### config.mk
export PLATFORM = sky130hd
export DESIGN_NAME = bitmap_range_allocator_flat
export DESIGN_NICKNAME = d
export VERILOG_FILES = /design/src/design/bra_pkg.sv /design/src/design/bra_if.sv /design/src/design/bra_ctrl.sv /design/src/design/bra_datapath.sv /design/src/design/bitmap_range_allocator.sv /design/src/flat_wrapper.sv
export SDC_FILE = /design/constraint.sdc
export NUM_CORES = 2
export LEC_CHECK = 0
export BUFFER_PORTS_ARGS = -buffer_cell sky130_fd_sc_hd__buf_2
export CAP_MARGIN = 40
export CELL_PAD_IN_SITES_DETAIL_PLACEMENT = 1
export CELL_PAD_IN_SITES_GLOBAL_PLACEMENT = 2
export CORE_MARGIN = 3
export CORE_UTILIZATION = 45
export CTS_CLUSTER_DIAMETER = 150
export DETAILED_ROUTE_END_ITERATION = 7
export HOLD_SLACK_MARGIN = 0.15
export PLACE_DENSITY = 0.8
export SLEW_MARGIN = 0
export SYNTH_ARGS = -nofsm -noshare
export SYNTH_HDL_FRONTEND = slang
export SYNTH_SLANG_ARGS = --single-unit
export TNS_END_PERCENT = 10
### constraint.sdc
create_clock -name i_clk -period 14.9 [get_ports i_clk]
set_clock_uncertainty 0.15 [all_clocks]
set_input_delay 2.235 -clock i_clk [delete_from_list [all_inputs] [get_ports i_clk]]
set_output_delay 2.235 -clock i_clk [all_outputs]
set_load 0.05 [all_outputs]
### src/design/bra_pkg.sv
// bra_pkg: shared codes and the control/status structs of the bitmap range allocator
// used by bra_ctrl, bra_datapath and bitmap_range_allocator; depends on nothing
package bra_pkg;

    localparam logic [2:0] OP_SET   = 3'd0;
    localparam logic [2:0] OP_FLIP  = 3'd1;
    localparam logic [2:0] OP_TALLY = 3'd2;
    localparam logic [2:0] OP_SCAN  = 3'd3;
    localparam logic [2:0] OP_FIRST = 3'd4;
    localparam logic [2:0] OP_NEXT  = 3'd5;
    localparam logic [2:0] OP_BEST  = 3'd6;
    localparam logic [2:0] OP_BUDDY = 3'd7;

    localparam logic [10:0] SIZE_RESET = 11'd1024;

    typedef enum logic [2:0] {
        NX_SCAN,
        NX_HALVE,
        NX_FILL,
        NX_PREP,
        NX_OUT
    } t_next;

    typedef struct packed {
        logic load;
        logic prep;
        logic halve;
        logic rd;
        logic ex;
        logic post;
        logic wrd;
        logic wex;
        logic out_load;
    } t_cmd;

    typedef struct packed {
        t_next prep_next;
        t_next post_next;
        logic  halve_done;
        logic  scan_more;
        logic  fill_more;
        logic  out_free;
    } t_stat;

endpackage

### src/design/bra_if.sv
// bra_req_if and bra_rsp_if: valid/ready channels for request and result words
// depends on nothing
interface bra_req_if;
    logic        valid;
    logic        ready;
    logic [2:0]  req_type;
    logic [10:0] start_bit;
    logic [10:0] run_length;
    logic        bit_value;
    modport source (output valid, req_type, start_bit, run_length, bit_value, input ready);
    modport sink (input valid, req_type, start_bit, run_length, bit_value, output ready);
endinterface

interface bra_rsp_if;
    logic        valid;
    logic        ready;
    logic [9:0]  position;
    logic        found;
    logic [10:0] tally;
    logic        any_match;
    modport source (output valid, position, found, tally, any_match, input ready);
    modport sink (input valid, position, found, tally, any_match, output ready);
endinterface

### src/design/bra_ctrl.sv
// bra_ctrl: sequencer of the allocator, issues commands to bra_datapath
// depends on bra_pkg
module bra_ctrl (
    input  logic            i_clk,
    input  logic            i_rst_n,
    input  logic            i_req_valid,
    output logic            o_req_ready,
    input  bra_pkg::t_stat  i_stat,
    output bra_pkg::t_cmd   o_cmd
);

    typedef enum logic [3:0] {
        S_IDLE,
        S_PREP,
        S_HALVE,
        S_SCAN,
        S_RD,
        S_EX,
        S_POST,
        S_FILL,
        S_WRD,
        S_WEX,
        S_OUT
    } t_state;

    t_state r_state;

    function automatic t_state f_go(input bra_pkg::t_next nx);
        t_state st;
        case (nx)
            bra_pkg::NX_SCAN:  st = S_SCAN;
            bra_pkg::NX_HALVE: st = S_HALVE;
            bra_pkg::NX_FILL:  st = S_FILL;
            bra_pkg::NX_PREP:  st = S_PREP;
            default:           st = S_OUT;
        endcase
        return st;
    endfunction

    assign o_req_ready = (r_state == S_IDLE);

    always_comb begin
        o_cmd          = '0;
        o_cmd.load     = (r_state == S_IDLE) && i_req_valid;
        o_cmd.prep     = (r_state == S_PREP);
        o_cmd.halve    = (r_state == S_HALVE);
        o_cmd.rd       = (r_state == S_RD);
        o_cmd.ex       = (r_state == S_EX);
        o_cmd.post     = (r_state == S_POST);
        o_cmd.wrd      = (r_state == S_WRD);
        o_cmd.wex      = (r_state == S_WEX);
        o_cmd.out_load = (r_state == S_OUT) && i_stat.out_free;
    end

    always_ff @(posedge i_clk) begin
        if (!i_rst_n) begin
            r_state <= S_IDLE;
        end else begin
            case (r_state)
                S_IDLE:  if (i_req_valid) r_state <= S_PREP;
                S_PREP:  r_state <= f_go(i_stat.prep_next);
                S_HALVE: if (i_stat.halve_done) r_state <= S_SCAN;
                S_SCAN:  r_state <= i_stat.scan_more ? S_RD : S_POST;
                S_RD:    r_state <= S_EX;
                S_EX:    r_state <= S_SCAN;
                S_POST:  r_state <= f_go(i_stat.post_next);
                S_FILL:  r_state <= i_stat.fill_more ? S_WRD : S_OUT;
                S_WRD:   r_state <= S_WEX;
                S_WEX:   r_state <= S_FILL;
                S_OUT:   if (i_stat.out_free) r_state <= S_IDLE;
                default: r_state <= S_IDLE;
            endcase
        end
    end

endmodule

### src/design/bra_datapath.sv
// bra_datapath: map memory, bit walker, run tracking and result register
// depends on bra_pkg and the bra_req_if / bra_rsp_if interfaces
module bra_datapath #(
    parameter int MAP_BITS  = 1024,
    parameter int WORD_BITS = 64
) (
    input  logic            i_clk,
    input  logic            i_rst_n,
    input  logic            i_cfg_we,
    input  logic [10:0]     i_cfg_data,
    bra_req_if.sink         i_req,
    bra_rsp_if.source       o_rsp,
    input  bra_pkg::t_cmd   i_cmd,
    output bra_pkg::t_stat  o_stat
);

    localparam int NUM_WORDS = (MAP_BITS + WORD_BITS - 1) / WORD_BITS;
    localparam int BI = $clog2(WORD_BITS);
    localparam int WI = (NUM_WORDS > 1) ? $clog2(NUM_WORDS) : 1;
    localparam int IW = ($clog2(MAP_BITS) + 2 > 13) ? $clog2(MAP_BITS) + 2 : 13;
    localparam logic [IW-1:0] MAP_MAX = IW'(MAP_BITS);

    logic [WORD_BITS-1:0] r_mem [NUM_WORDS];
    logic [NUM_WORDS-1:0] r_wv;
    logic [WORD_BITS-1:0] r_rdata;
    logic                 r_rvld;

    logic [10:0]   r_size;
    logic [2:0]    r_op;
    logic [IW-1:0] r_start, r_cnt, r_s, r_idx, r_end, r_run, r_best, r_pos, r_blk;
    logic [IW-1:0] r_tally, r_wcnt;
    logic          r_v, r_have, r_hit, r_second, r_ok, r_wval, r_flip;

    logic          r_ovalid;
    logic [9:0]    r_opos;
    logic          r_ofound;
    logic [10:0]   r_otally;
    logic          r_oany;

    logic [WI-1:0]        widx;
    logic [BI-1:0]        bidx;
    logic [WORD_BITS-1:0] word_q, wword;
    logic                 bit_q, eq;
    logic [IW-1:0]        nrun, nblk, size_ext;
    logic                 ff_op;

    assign widx   = r_idx[BI +: WI];
    assign bidx   = r_idx[BI-1:0];
    assign word_q = r_rvld ? r_rdata : '0;
    assign bit_q  = word_q[bidx];
    assign eq     = (r_idx < r_s) && (bit_q == r_v);
    assign nrun   = eq ? r_run + 1'b1 : '0;
    assign ff_op  = (r_op == bra_pkg::OP_SCAN) || (r_op == bra_pkg::OP_FIRST)
                 || (r_op == bra_pkg::OP_NEXT);
    assign size_ext = IW'(r_size);
    assign nblk   = ((r_blk < r_cnt) ? (r_blk << 1) : r_blk) == '0 ? IW'(1)
                  : ((r_blk < r_cnt) ? (r_blk << 1) : r_blk);

    always_comb begin
        wword = word_q;
        wword[bidx] = r_flip ? ~bit_q : r_wval;
    end

    // decisions taken at the prepare and post steps, and the halve, scan, fill and output status flags
    always_comb begin
        o_stat = '0;
        o_stat.prep_next = bra_pkg::NX_OUT;
        case (r_op)
            bra_pkg::OP_SET:   if (r_start + r_cnt <= r_s) o_stat.prep_next = bra_pkg::NX_FILL;
            bra_pkg::OP_FLIP:  if (r_start < r_s) o_stat.prep_next = bra_pkg::NX_FILL;
            bra_pkg::OP_TALLY: if (r_start + r_cnt <= r_s) o_stat.prep_next = bra_pkg::NX_SCAN;
            bra_pkg::OP_BEST:  if (r_start < r_s) o_stat.prep_next = bra_pkg::NX_SCAN;
            bra_pkg::OP_BUDDY: o_stat.prep_next = bra_pkg::NX_HALVE;
            default: begin
                if (r_start >= r_s) begin
                    if (r_op == bra_pkg::OP_NEXT && !r_second)
                        o_stat.prep_next = bra_pkg::NX_PREP;
                end else if (r_cnt != '0) begin
                    o_stat.prep_next = bra_pkg::NX_SCAN;
                end
            end
        endcase

        o_stat.post_next = bra_pkg::NX_OUT;
        case (r_op)
            bra_pkg::OP_FIRST: if (r_hit) o_stat.post_next = bra_pkg::NX_FILL;
            bra_pkg::OP_NEXT: begin
                if (r_hit) o_stat.post_next = bra_pkg::NX_FILL;
                else if (!r_second) o_stat.post_next = bra_pkg::NX_PREP;
            end
            bra_pkg::OP_BEST:  if (r_have) o_stat.post_next = bra_pkg::NX_FILL;
            bra_pkg::OP_BUDDY: if (r_hit && r_idx + r_cnt <= r_s)
                o_stat.post_next = bra_pkg::NX_FILL;
            default: o_stat.post_next = bra_pkg::NX_OUT;
        endcase

        o_stat.halve_done = !(r_blk > r_cnt);
        case (r_op)
            bra_pkg::OP_TALLY: o_stat.scan_more = r_idx < r_end;
            bra_pkg::OP_BEST:  o_stat.scan_more = r_idx <= r_s;
            bra_pkg::OP_BUDDY: o_stat.scan_more = (r_idx < r_s) && !r_hit;
            default:           o_stat.scan_more = ff_op && (r_idx < r_s) && !r_hit;
        endcase
        o_stat.fill_more = r_wcnt != '0;
        o_stat.out_free  = !r_ovalid || o_rsp.ready;
    end

    always_ff @(posedge i_clk) begin
        if (i_cmd.rd || i_cmd.wrd) begin
            r_rdata <= r_mem[widx];
        end
        if (i_cmd.wex) begin
            r_mem[widx] <= wword;
        end
    end

    always_ff @(posedge i_clk) begin
        if (!i_rst_n) begin
            r_wv   <= '0;
            r_rvld <= 1'b0;
        end else begin
            if (i_cmd.rd || i_cmd.wrd) r_rvld <= r_wv[widx];
            if (i_cmd.wex) r_wv[widx] <= 1'b1;
        end
    end

    always_ff @(posedge i_clk) begin
        if (!i_rst_n) begin
            r_size   <= bra_pkg::SIZE_RESET;
            r_ovalid <= 1'b0;
        end else begin
            if (i_cfg_we) r_size <= i_cfg_data;
            if (i_cmd.out_load) r_ovalid <= 1'b1;
            else if (o_rsp.ready) r_ovalid <= 1'b0;
        end
    end

    always_ff @(posedge i_clk) begin
        if (i_cmd.load) begin
            r_op     <= i_req.req_type;
            r_start  <= IW'(i_req.start_bit);
            r_cnt    <= IW'(i_req.run_length);
            r_v      <= i_req.bit_value;
            r_s      <= (size_ext > MAP_MAX) ? MAP_MAX : size_ext;
            r_second <= 1'b0;
            r_tally  <= '0;
            r_ok     <= 1'b0;
            r_pos    <= '0;
            r_wcnt   <= '0;
        end
        if (i_cmd.prep) begin
            r_idx  <= r_start;
            r_run  <= '0;
            r_have <= 1'b0;
            r_hit  <= 1'b0;
            r_blk  <= r_s;
            r_end  <= r_start + r_cnt;
            r_wval <= r_v;
            r_flip <= (r_op == bra_pkg::OP_FLIP);
            case (r_op)
                bra_pkg::OP_SET: begin
                    r_ok   <= (r_start + r_cnt <= r_s);
                    r_wcnt <= r_cnt;
                end
                bra_pkg::OP_FLIP: begin
                    r_ok   <= (r_start < r_s);
                    r_wcnt <= IW'(1);
                end
                bra_pkg::OP_TALLY: r_ok <= (r_start + r_cnt <= r_s);
                bra_pkg::OP_BEST, bra_pkg::OP_BUDDY: r_ok <= 1'b0;
                default: begin
                    if (r_start >= r_s) begin
                        if (r_op == bra_pkg::OP_NEXT && !r_second) begin
                            r_start  <= '0;
                            r_second <= 1'b1;
                        end
                    end else if (r_cnt == '0) begin
                        // empty run matches at the start bit, nothing to write
                        r_ok  <= 1'b1;
                        r_pos <= r_start;
                    end
                end
            endcase
        end
        if (i_cmd.halve) begin
            if (r_blk > r_cnt) r_blk <= r_blk >> 1;
            else r_blk <= nblk;
            r_idx <= '0;
        end
        if (i_cmd.ex) begin
            case (r_op)
                bra_pkg::OP_TALLY: begin
                    if (bit_q == r_v) r_tally <= r_tally + 1'b1;
                    r_idx <= r_idx + 1'b1;
                end
                bra_pkg::OP_BEST: begin
                    if (eq) begin
                        r_run <= r_run + 1'b1;
                    end else begin
                        if (r_run != '0 && r_run >= r_cnt && (!r_have || r_run < r_best)) begin
                            r_have <= 1'b1;
                            r_best <= r_run;
                            r_pos  <= r_idx - r_run;
                        end
                        r_run <= '0;
                    end
                    r_idx <= r_idx + 1'b1;
                end
                bra_pkg::OP_BUDDY: begin
                    if (eq) r_hit <= 1'b1;
                    else r_idx <= r_idx + r_blk;
                end
                default: begin
                    r_run <= nrun;
                    if (nrun == r_cnt && eq) begin
                        r_hit <= 1'b1;
                        r_pos <= r_idx + 1'b1 - r_cnt;
                    end
                    r_idx <= r_idx + 1'b1;
                end
            endcase
        end
        if (i_cmd.post) begin
            r_wval <= ~r_v;
            r_wcnt <= r_cnt;
            case (r_op)
                bra_pkg::OP_BEST: begin
                    r_ok  <= r_have;
                    r_idx <= r_pos;
                end
                bra_pkg::OP_BUDDY: begin
                    r_ok  <= r_hit && (r_idx + r_cnt <= r_s);
                    r_pos <= r_idx;
                end
                bra_pkg::OP_TALLY: r_ok <= r_ok;
                default: begin
                    r_ok  <= r_hit;
                    r_idx <= r_pos;
                    if (r_op == bra_pkg::OP_NEXT && !r_hit && !r_second) begin
                        r_start  <= '0;
                        r_second <= 1'b1;
                    end
                end
            endcase
        end
        if (i_cmd.wex) begin
            r_idx  <= r_idx + 1'b1;
            r_wcnt <= r_wcnt - 1'b1;
        end
        if (i_cmd.out_load) begin
            r_opos   <= r_ok ? r_pos[9:0] : '0;
            r_ofound <= r_ok;
            r_otally <= r_tally[10:0];
            r_oany   <= r_tally != '0;
        end
    end

    assign o_rsp.valid     = r_ovalid;
    assign o_rsp.position  = r_opos;
    assign o_rsp.found     = r_ofound;
    assign o_rsp.tally     = r_otally;
    assign o_rsp.any_match = r_oany;

endmodule

### src/design/bitmap_range_allocator.sv
// bitmap_range_allocator: top level, joins bra_ctrl and bra_datapath
// depends on bra_pkg, bra_if, bra_ctrl and bra_datapath
//
// One request word is taken at a time. The map is walked one examined bit at a time, each in the steps
// check, read and examine, and each written bit takes a read-modify-write (check, read, write) on the
// single map memory port; a next-fit request may walk the map twice. The map is cleared at reset
// through one valid flag per word, so no clearing pass is needed. A finished result waits in an
// output register while the next request is started.
module bitmap_range_allocator #(
    parameter int MAP_BITS  = 1024,
    parameter int WORD_BITS = 64
) (
    input  logic        i_clk,
    input  logic        i_rst_n,
    input  logic        i_cfg_we,
    input  logic [10:0] i_cfg_data,
    bra_req_if.sink     i_req,
    bra_rsp_if.source   o_rsp
);

    bra_pkg::t_cmd  cmd;
    bra_pkg::t_stat stat;

    bra_ctrl u_ctrl (
        .i_clk       (i_clk),
        .i_rst_n     (i_rst_n),
        .i_req_valid (i_req.valid),
        .o_req_ready (i_req.ready),
        .i_stat      (stat),
        .o_cmd       (cmd)
    );

    bra_datapath #(
        .MAP_BITS  (MAP_BITS),
        .WORD_BITS (WORD_BITS)
    ) u_dp (
        .i_clk      (i_clk),
        .i_rst_n    (i_rst_n),
        .i_cfg_we   (i_cfg_we),
        .i_cfg_data (i_cfg_data),
        .i_req      (i_req),
        .o_rsp      (o_rsp),
        .i_cmd      (cmd),
        .o_stat     (stat)
    );

`ifndef NO_ASSERTIONS
    a_one_at_a_time: assert property (@(posedge i_clk) disable iff (!i_rst_n)
        (i_req.valid && i_req.ready) |=> !i_req.ready)
        else $error("request taken while another is in work");

    a_fail_pos_zero: assert property (@(posedge i_clk) disable iff (!i_rst_n)
        (o_rsp.valid && !o_rsp.found) |-> (o_rsp.position == 10'd0))
        else $error("failed result with non-zero position");

    a_any_match: assert property (@(posedge i_clk) disable iff (!i_rst_n)
        o_rsp.valid |-> (o_rsp.any_match == (o_rsp.tally != 11'd0)))
        else $error("any_match disagrees with tally");
`endif

endmodule

### src/flat_wrapper.sv
// flat-port wrapper written by rule: the top's interface ports become plain ports
module bitmap_range_allocator_flat 
#(
    parameter int MAP_BITS  = 1024,
    parameter int WORD_BITS = 64
)
  (i_clk, i_rst_n, i_cfg_we, i_cfg_data, i_req_valid, i_req_req_type, i_req_start_bit, i_req_run_length, i_req_bit_value, i_req_ready, o_rsp_valid, o_rsp_position, o_rsp_found, o_rsp_tally, o_rsp_any_match, o_rsp_ready);
  bra_req_if i_req_i ();
  bra_rsp_if o_rsp_i ();
  input  logic i_clk;
  input  logic i_rst_n;
  input  logic i_cfg_we;
  input  logic [10:0] i_cfg_data;
  input wire logic [$bits(i_req_i.valid)-1:0] i_req_valid;
  input wire logic [$bits(i_req_i.req_type)-1:0] i_req_req_type;
  input wire logic [$bits(i_req_i.start_bit)-1:0] i_req_start_bit;
  input wire logic [$bits(i_req_i.run_length)-1:0] i_req_run_length;
  input wire logic [$bits(i_req_i.bit_value)-1:0] i_req_bit_value;
  output wire logic [$bits(i_req_i.ready)-1:0] i_req_ready;
  output wire logic [$bits(o_rsp_i.valid)-1:0] o_rsp_valid;
  output wire logic [$bits(o_rsp_i.position)-1:0] o_rsp_position;
  output wire logic [$bits(o_rsp_i.found)-1:0] o_rsp_found;
  output wire logic [$bits(o_rsp_i.tally)-1:0] o_rsp_tally;
  output wire logic [$bits(o_rsp_i.any_match)-1:0] o_rsp_any_match;
  input wire logic [$bits(o_rsp_i.ready)-1:0] o_rsp_ready;
  assign i_req_i.valid = i_req_valid;
  assign i_req_i.req_type = i_req_req_type;
  assign i_req_i.start_bit = i_req_start_bit;
  assign i_req_i.run_length = i_req_run_length;
  assign i_req_i.bit_value = i_req_bit_value;
  assign i_req_ready = i_req_i.ready;
  assign o_rsp_valid = o_rsp_i.valid;
  assign o_rsp_position = o_rsp_i.position;
  assign o_rsp_found = o_rsp_i.found;
  assign o_rsp_tally = o_rsp_i.tally;
  assign o_rsp_any_match = o_rsp_i.any_match;
  assign o_rsp_i.ready = o_rsp_ready;
  bitmap_range_allocator #(.MAP_BITS(MAP_BITS), .WORD_BITS(WORD_BITS)) u_core (.i_clk(i_clk), .i_rst_n(i_rst_n), .i_cfg_we(i_cfg_we), .i_cfg_data(i_cfg_data), .i_req(i_req_i), .o_rsp(o_rsp_i));
endmodule
==> flow_summary.json <==
{
  "antenna_cells_inserted": 0,
  "grt-ovfl-total": 0,
  "drt_pre_antenna_iters": 5,
  "startpoint_type": "flip-flop",
  "p_leak_nw": 22.93,
  "n_fill_cell": 11596,
  "antenna_violations_before_repair": 1,
  "intPower_mw": 7.434,
  "globalRouteTotalUtil_pct": 26.04,
  "floorplan.io_pins": 67,
  "timing.hold.worst.class": "reg -> reg",
  "reg2reg_from": "u_core.u_dp.r_cnt[1]",
  "number_of_flip_flops_in_the_largest_register": 1024,
  "comb_power_share_pct": 29.7,
  "finalHoldViolCount": 0,
  "core_area_sq_mm": 0.1244,
  "crit_required_ps": 15450,
  "clock_sink_count": 1293,
  "clock_latency_ps": 790,
  "start_util_pct": 45.63,
  "run_status": "complete, no violations",
  "met3WireLength_um": 10050,
  "post_cts_gate_resize_count": 0,
  "globalplace.congestion": 0.9206,
  "ir_worst_vdd_v": 0.0001432,
  "leading_cell_type_in_the_layout_fill_and_taps_excluded": "sky130_fd_sc_hd__edfxtp_1",
  "edff_count_synth": 1179,
  "cp_cell_sequence": "inv_1 > fa_1 > nor2b_1 > o21ai_0 > a21boi_0 > o21ai_0 > a21boi_0 > nor2_1 > inv_1 > a21oi_1 > xnor2_1 > ha_1 > a2111oi_0 > nand2_1 > o21ai_0 > or4b_2 > o41ai_1 > a221oi_1 > nor2_1",
  "total_switching_power_mw": 3.784,
  "synthesis.nets": 3655,
  "unrepaired_setup_endpoints_after_global_routing": "no",
  "via_count": 33666,
  "timing.critical_path.buf_inv": 2,
  "r2r.worst_path.cells": 19,
  "synth_seq_area_share_pct": 66.37,
  "fin_setup_tns_ps": 0,
  "critical_path.endpoint": "u_core.u_ctrl.r_state[2]",
  "rr_endpoint": "u_core.u_ctrl.r_state[2]",
  "core.rowCount": 129,
  "yosysUniqueCellTypes": 83,
  "drive_gt1_share_pct": 22.63,
  "post-route-drc-count": 0,
  "synthFlopType": "sky130_fd_sc_hd__edfxtp_1",
  "crit_family": "compound AO/OA/AOI/OAI gates",
  "p_total_mw": 11.22,
  "wire_per_inst_um": 31.44,
  "finalHoldWorstSlack_ps": 307.9,
  "maximum_number_of_pins_on_one_net_before_global_route_repair": 97,
  "crit_path_max_incr_delay_ps": 670,
  "top_library_cells_by_usage_in_the_layout_fill_and_taps_aside": "sky130_fd_sc_hd__edfxtp_1 (1,179), sky130_fd_sc_hd__mux4_2 (325), sky130_fd_sc_hd__nand2_1 (190), sky130_fd_sc_hd__nor2_1 (163), sky130_fd_sc_hd__ha_1 (152)",
  "cp_num_cells": 19,
  "critical_path.max_fanout": 7,
  "post_cts_hold_buffer_count": 0,
  "max_slew_violation_total_from_the_final_report": 0,
  "fmax_ghz": 0.1813,
  "areaGrowthSynthToFinish_pct": 13.74,
  "routed_wirelength_um": 169600,
  "vias_per_cell": 6.243,
  "least_margin_pin_slew_ps": 968.5,
  "synth_seq_cells": 1293,
  "dr_wl_met2_um": 84880,
  "critical_path.startpoint": "u_core.u_dp.r_cnt[1]",
  "crit_type": "reg -> reg",
  "critical-path-slowest-cell": "sky130_fd_sc_hd__or4b_2",
  "max-cap-violations": 0,
  "path_common_cell": "sky130_fd_sc_hd__o21ai_0",
  "power_density_mw_per_mm2": 173.7,
  "worst_slew_margin_rel_pct": 34.59,
  "utilization_pct": 51.90,
  "setup-violations-final": 0,
  "htree_levels": 4,
  "avgSynthCellArea_sq_um": 16.43,
  "post_cts_buffers": 0,
  "cts_buffer_count": 136,
  "drt-met1-wl_um": 67340,
  "port-buffer-count": 66,
  "top_regs": "u_core.u_dp.r_mem x1024, u_core.u_dp.r_rdata x64, u_core.u_dp.r_wv x16",
  "async_flop_share_pct": 0,
  "drtAntennaViolNets": 0,
  "arrival_ps": 6070,
  "maximum_buffer_depth_of_the_clock_tree": 3,
  "yosysWarnings": 0,
  "mappedNetlistArea_sq_mm": 0.05678,
  "fp.dieW_um": 361.2,
  "grt_pass1_vias": 35041,
  "cts_tree": "yes",
  "wire_length_of_the_first_global_routing_pass_um": 247300,
  "dp.final_hpwl_um": 106500,
  "synthCells": 3456,
  "fin_crit_sh_pct": 37.01,
  "die_height_um": 361.2,
  "power.switching_fraction_pct": 33.73,
  "worst-r2r-setup-slack_ps": 9380,
  "design.die.area_sq_mm": 0.1305,
  "min_delay_path_depth": 1,
  "final_period_minus_worst_setup_slack_ps": 5515,
  "seqPwrFrac_pct": 40.1,
  "largest-register": "u_core.u_dp.r_mem",
  "endpoint_kind": "flip-flop",
  "highest_routing_layer_actually_used": "met4",
  "cts_root_buf": "sky130_fd_sc_hd__clkbuf_16",
  "drt_iter0_drc": 3545,
  "power.clock.fraction_pct": 30.2,
  "nNetsFinal": 3845,
  "clkTransAtPathRegs_ps": 60
}
[per-stage QoR]
step	instances	cell area, sq um	worst slack [ps]
floorplan	3456	56780	8234
global placement	5115	59640	9338
detailed placement	5143	60090	9489
CTS	5391	64570	9487
global route	5393	64580	8904
finish	5393	64580	9385
[worst reg2reg max path: stages, from the launching register on]
cell and delay, ps:
sky130_fd_sc_hd__edfxtp_1 520, sky130_fd_sc_hd__inv_1 310, sky130_fd_sc_hd__fa_1 540, sky130_fd_sc_hd__nor2b_1 130, sky130_fd_sc_hd__o21ai_0 110, sky130_fd_sc_hd__a21boi_0 260, sky130_fd_sc_hd__o21ai_0 140, sky130_fd_sc_hd__a21boi_0 330
sky130_fd_sc_hd__nor2_1 100, sky130_fd_sc_hd__inv_1 60, sky130_fd_sc_hd__a21oi_1 70, sky130_fd_sc_hd__xnor2_1 190, sky130_fd_sc_hd__ha_1 310, sky130_fd_sc_hd__a2111oi_0 390, sky130_fd_sc_hd__nand2_1 90, sky130_fd_sc_hd__o21ai_0 130
sky130_fd_sc_hd__or4b_2 670, sky130_fd_sc_hd__o41ai_1 600, sky130_fd_sc_hd__a221oi_1 200, sky130_fd_sc_hd__nor2_1 140
[layout make-up]
type,count,area (sq um),share of cell area (%)
flip-flops and latches,1293,37710,58.39
repair buffers,235,1847,2.860
well taps,1637,2048,3.171
clock buffers,170,3552,5.500
multi-input cells,1859,18050,27.95
inverters,121,454.2,0.7033
clock inverters,78,924.6,1.432
[power groups by stage]
stage | clock (mW) | sequential (mW) | combinational, mW
global placement | 0 | 4.59 | 3.18
finish | 3.39 | 4.50 | 3.33
floorplan | 0 | 4.39 | 2.31
CTS | 3.45 | 4.49 | 3.32
detailed placement | 0 | 4.57 | 3.29
global route | 3.60 | 4.51 | 3.59
[cell families (layout without fill, tap and decap cells)]
| kind of cell | Yosys count | count (layout) | synth area share, % |
|---|---|---|---|
| xor gates and xnor gates | 67 | 67 | 1.080 |
| buffers and inverters | 304 | 604 | 2.159 |
| and+or+nand+nor | 655 | 655 | 5.482 |
| other | 1 | 1 | 0.006604 |
| adders and majority gates | 157 | 157 | 3.526 |
| AOI/OAI and AO/OA | 570 | 570 | 6.915 |
| muxes | 409 | 409 | 14.46 |
| DFF | 1293 | 1293 | 66.37 |
[synth_stat cells, drive strengths merged (8+ instances only)]
cell	count	area share, %
nor3	44	0.41
o21ai	123	1.1
o211ai	52	0.70
edfxtp	1179	62
mux2i	43	0.76
o31ai	58	0.77
a21oi	122	1.1
nand2b	14	0.15
nand4	26	0.29
o2111ai	9	0.14
a2111oi	8	0.12
and3	22	0.24
ha	152	3.3
dfxtp	114	4.0
a211oi	21	0.28
a21boi	11	0.15
o41ai	23	0.46
mux2	41	0.81
buf	53	0.50
xnor2	53	0.83
clkbuf	130	0.86
a21o	29	0.38
inv	121	0.80
a221o	11	0.19
o21a	22	0.29
a22o	10	0.15
nand2	190	1.3
and2	18	0.20
o2bb2ai	11	0.27
or3	14	0.15
nor2b	32	0.35
nand3	64	0.56
mux4	325	13
a31oi	11	0.12
nor4	28	0.32
xor2	14	0.25
nor2	176	1.2
[worst min path at each step]
stage                          from                   end  slack [ps]
6_report       u_core.u_dp.r_second  u_core.u_dp.r_second         310
5_1_grt        u_core.u_dp.r_second  u_core.u_dp.r_second         330
4_1_cts        u_core.u_dp.r_second  u_core.u_dp.r_second         310
3_5_place_dp   u_core.u_dp.r_second  u_core.u_dp.r_second         300
3_3_place_gp   u_core.u_dp.r_second  u_core.u_dp.r_second         290
2_1_floorplan  u_core.u_dp.r_second  u_core.u_dp.r_second         280
[layer usage]
layer / vias up / global-route usage, %
met5: - / 0
met4: 0 / 10.92
met3: 318 / 3.762
met2: 1369 / 44.02
met1: 17721 / 33.91
li1: 14258 / -
Note: power is estimated with default switching activity, not from simulation.
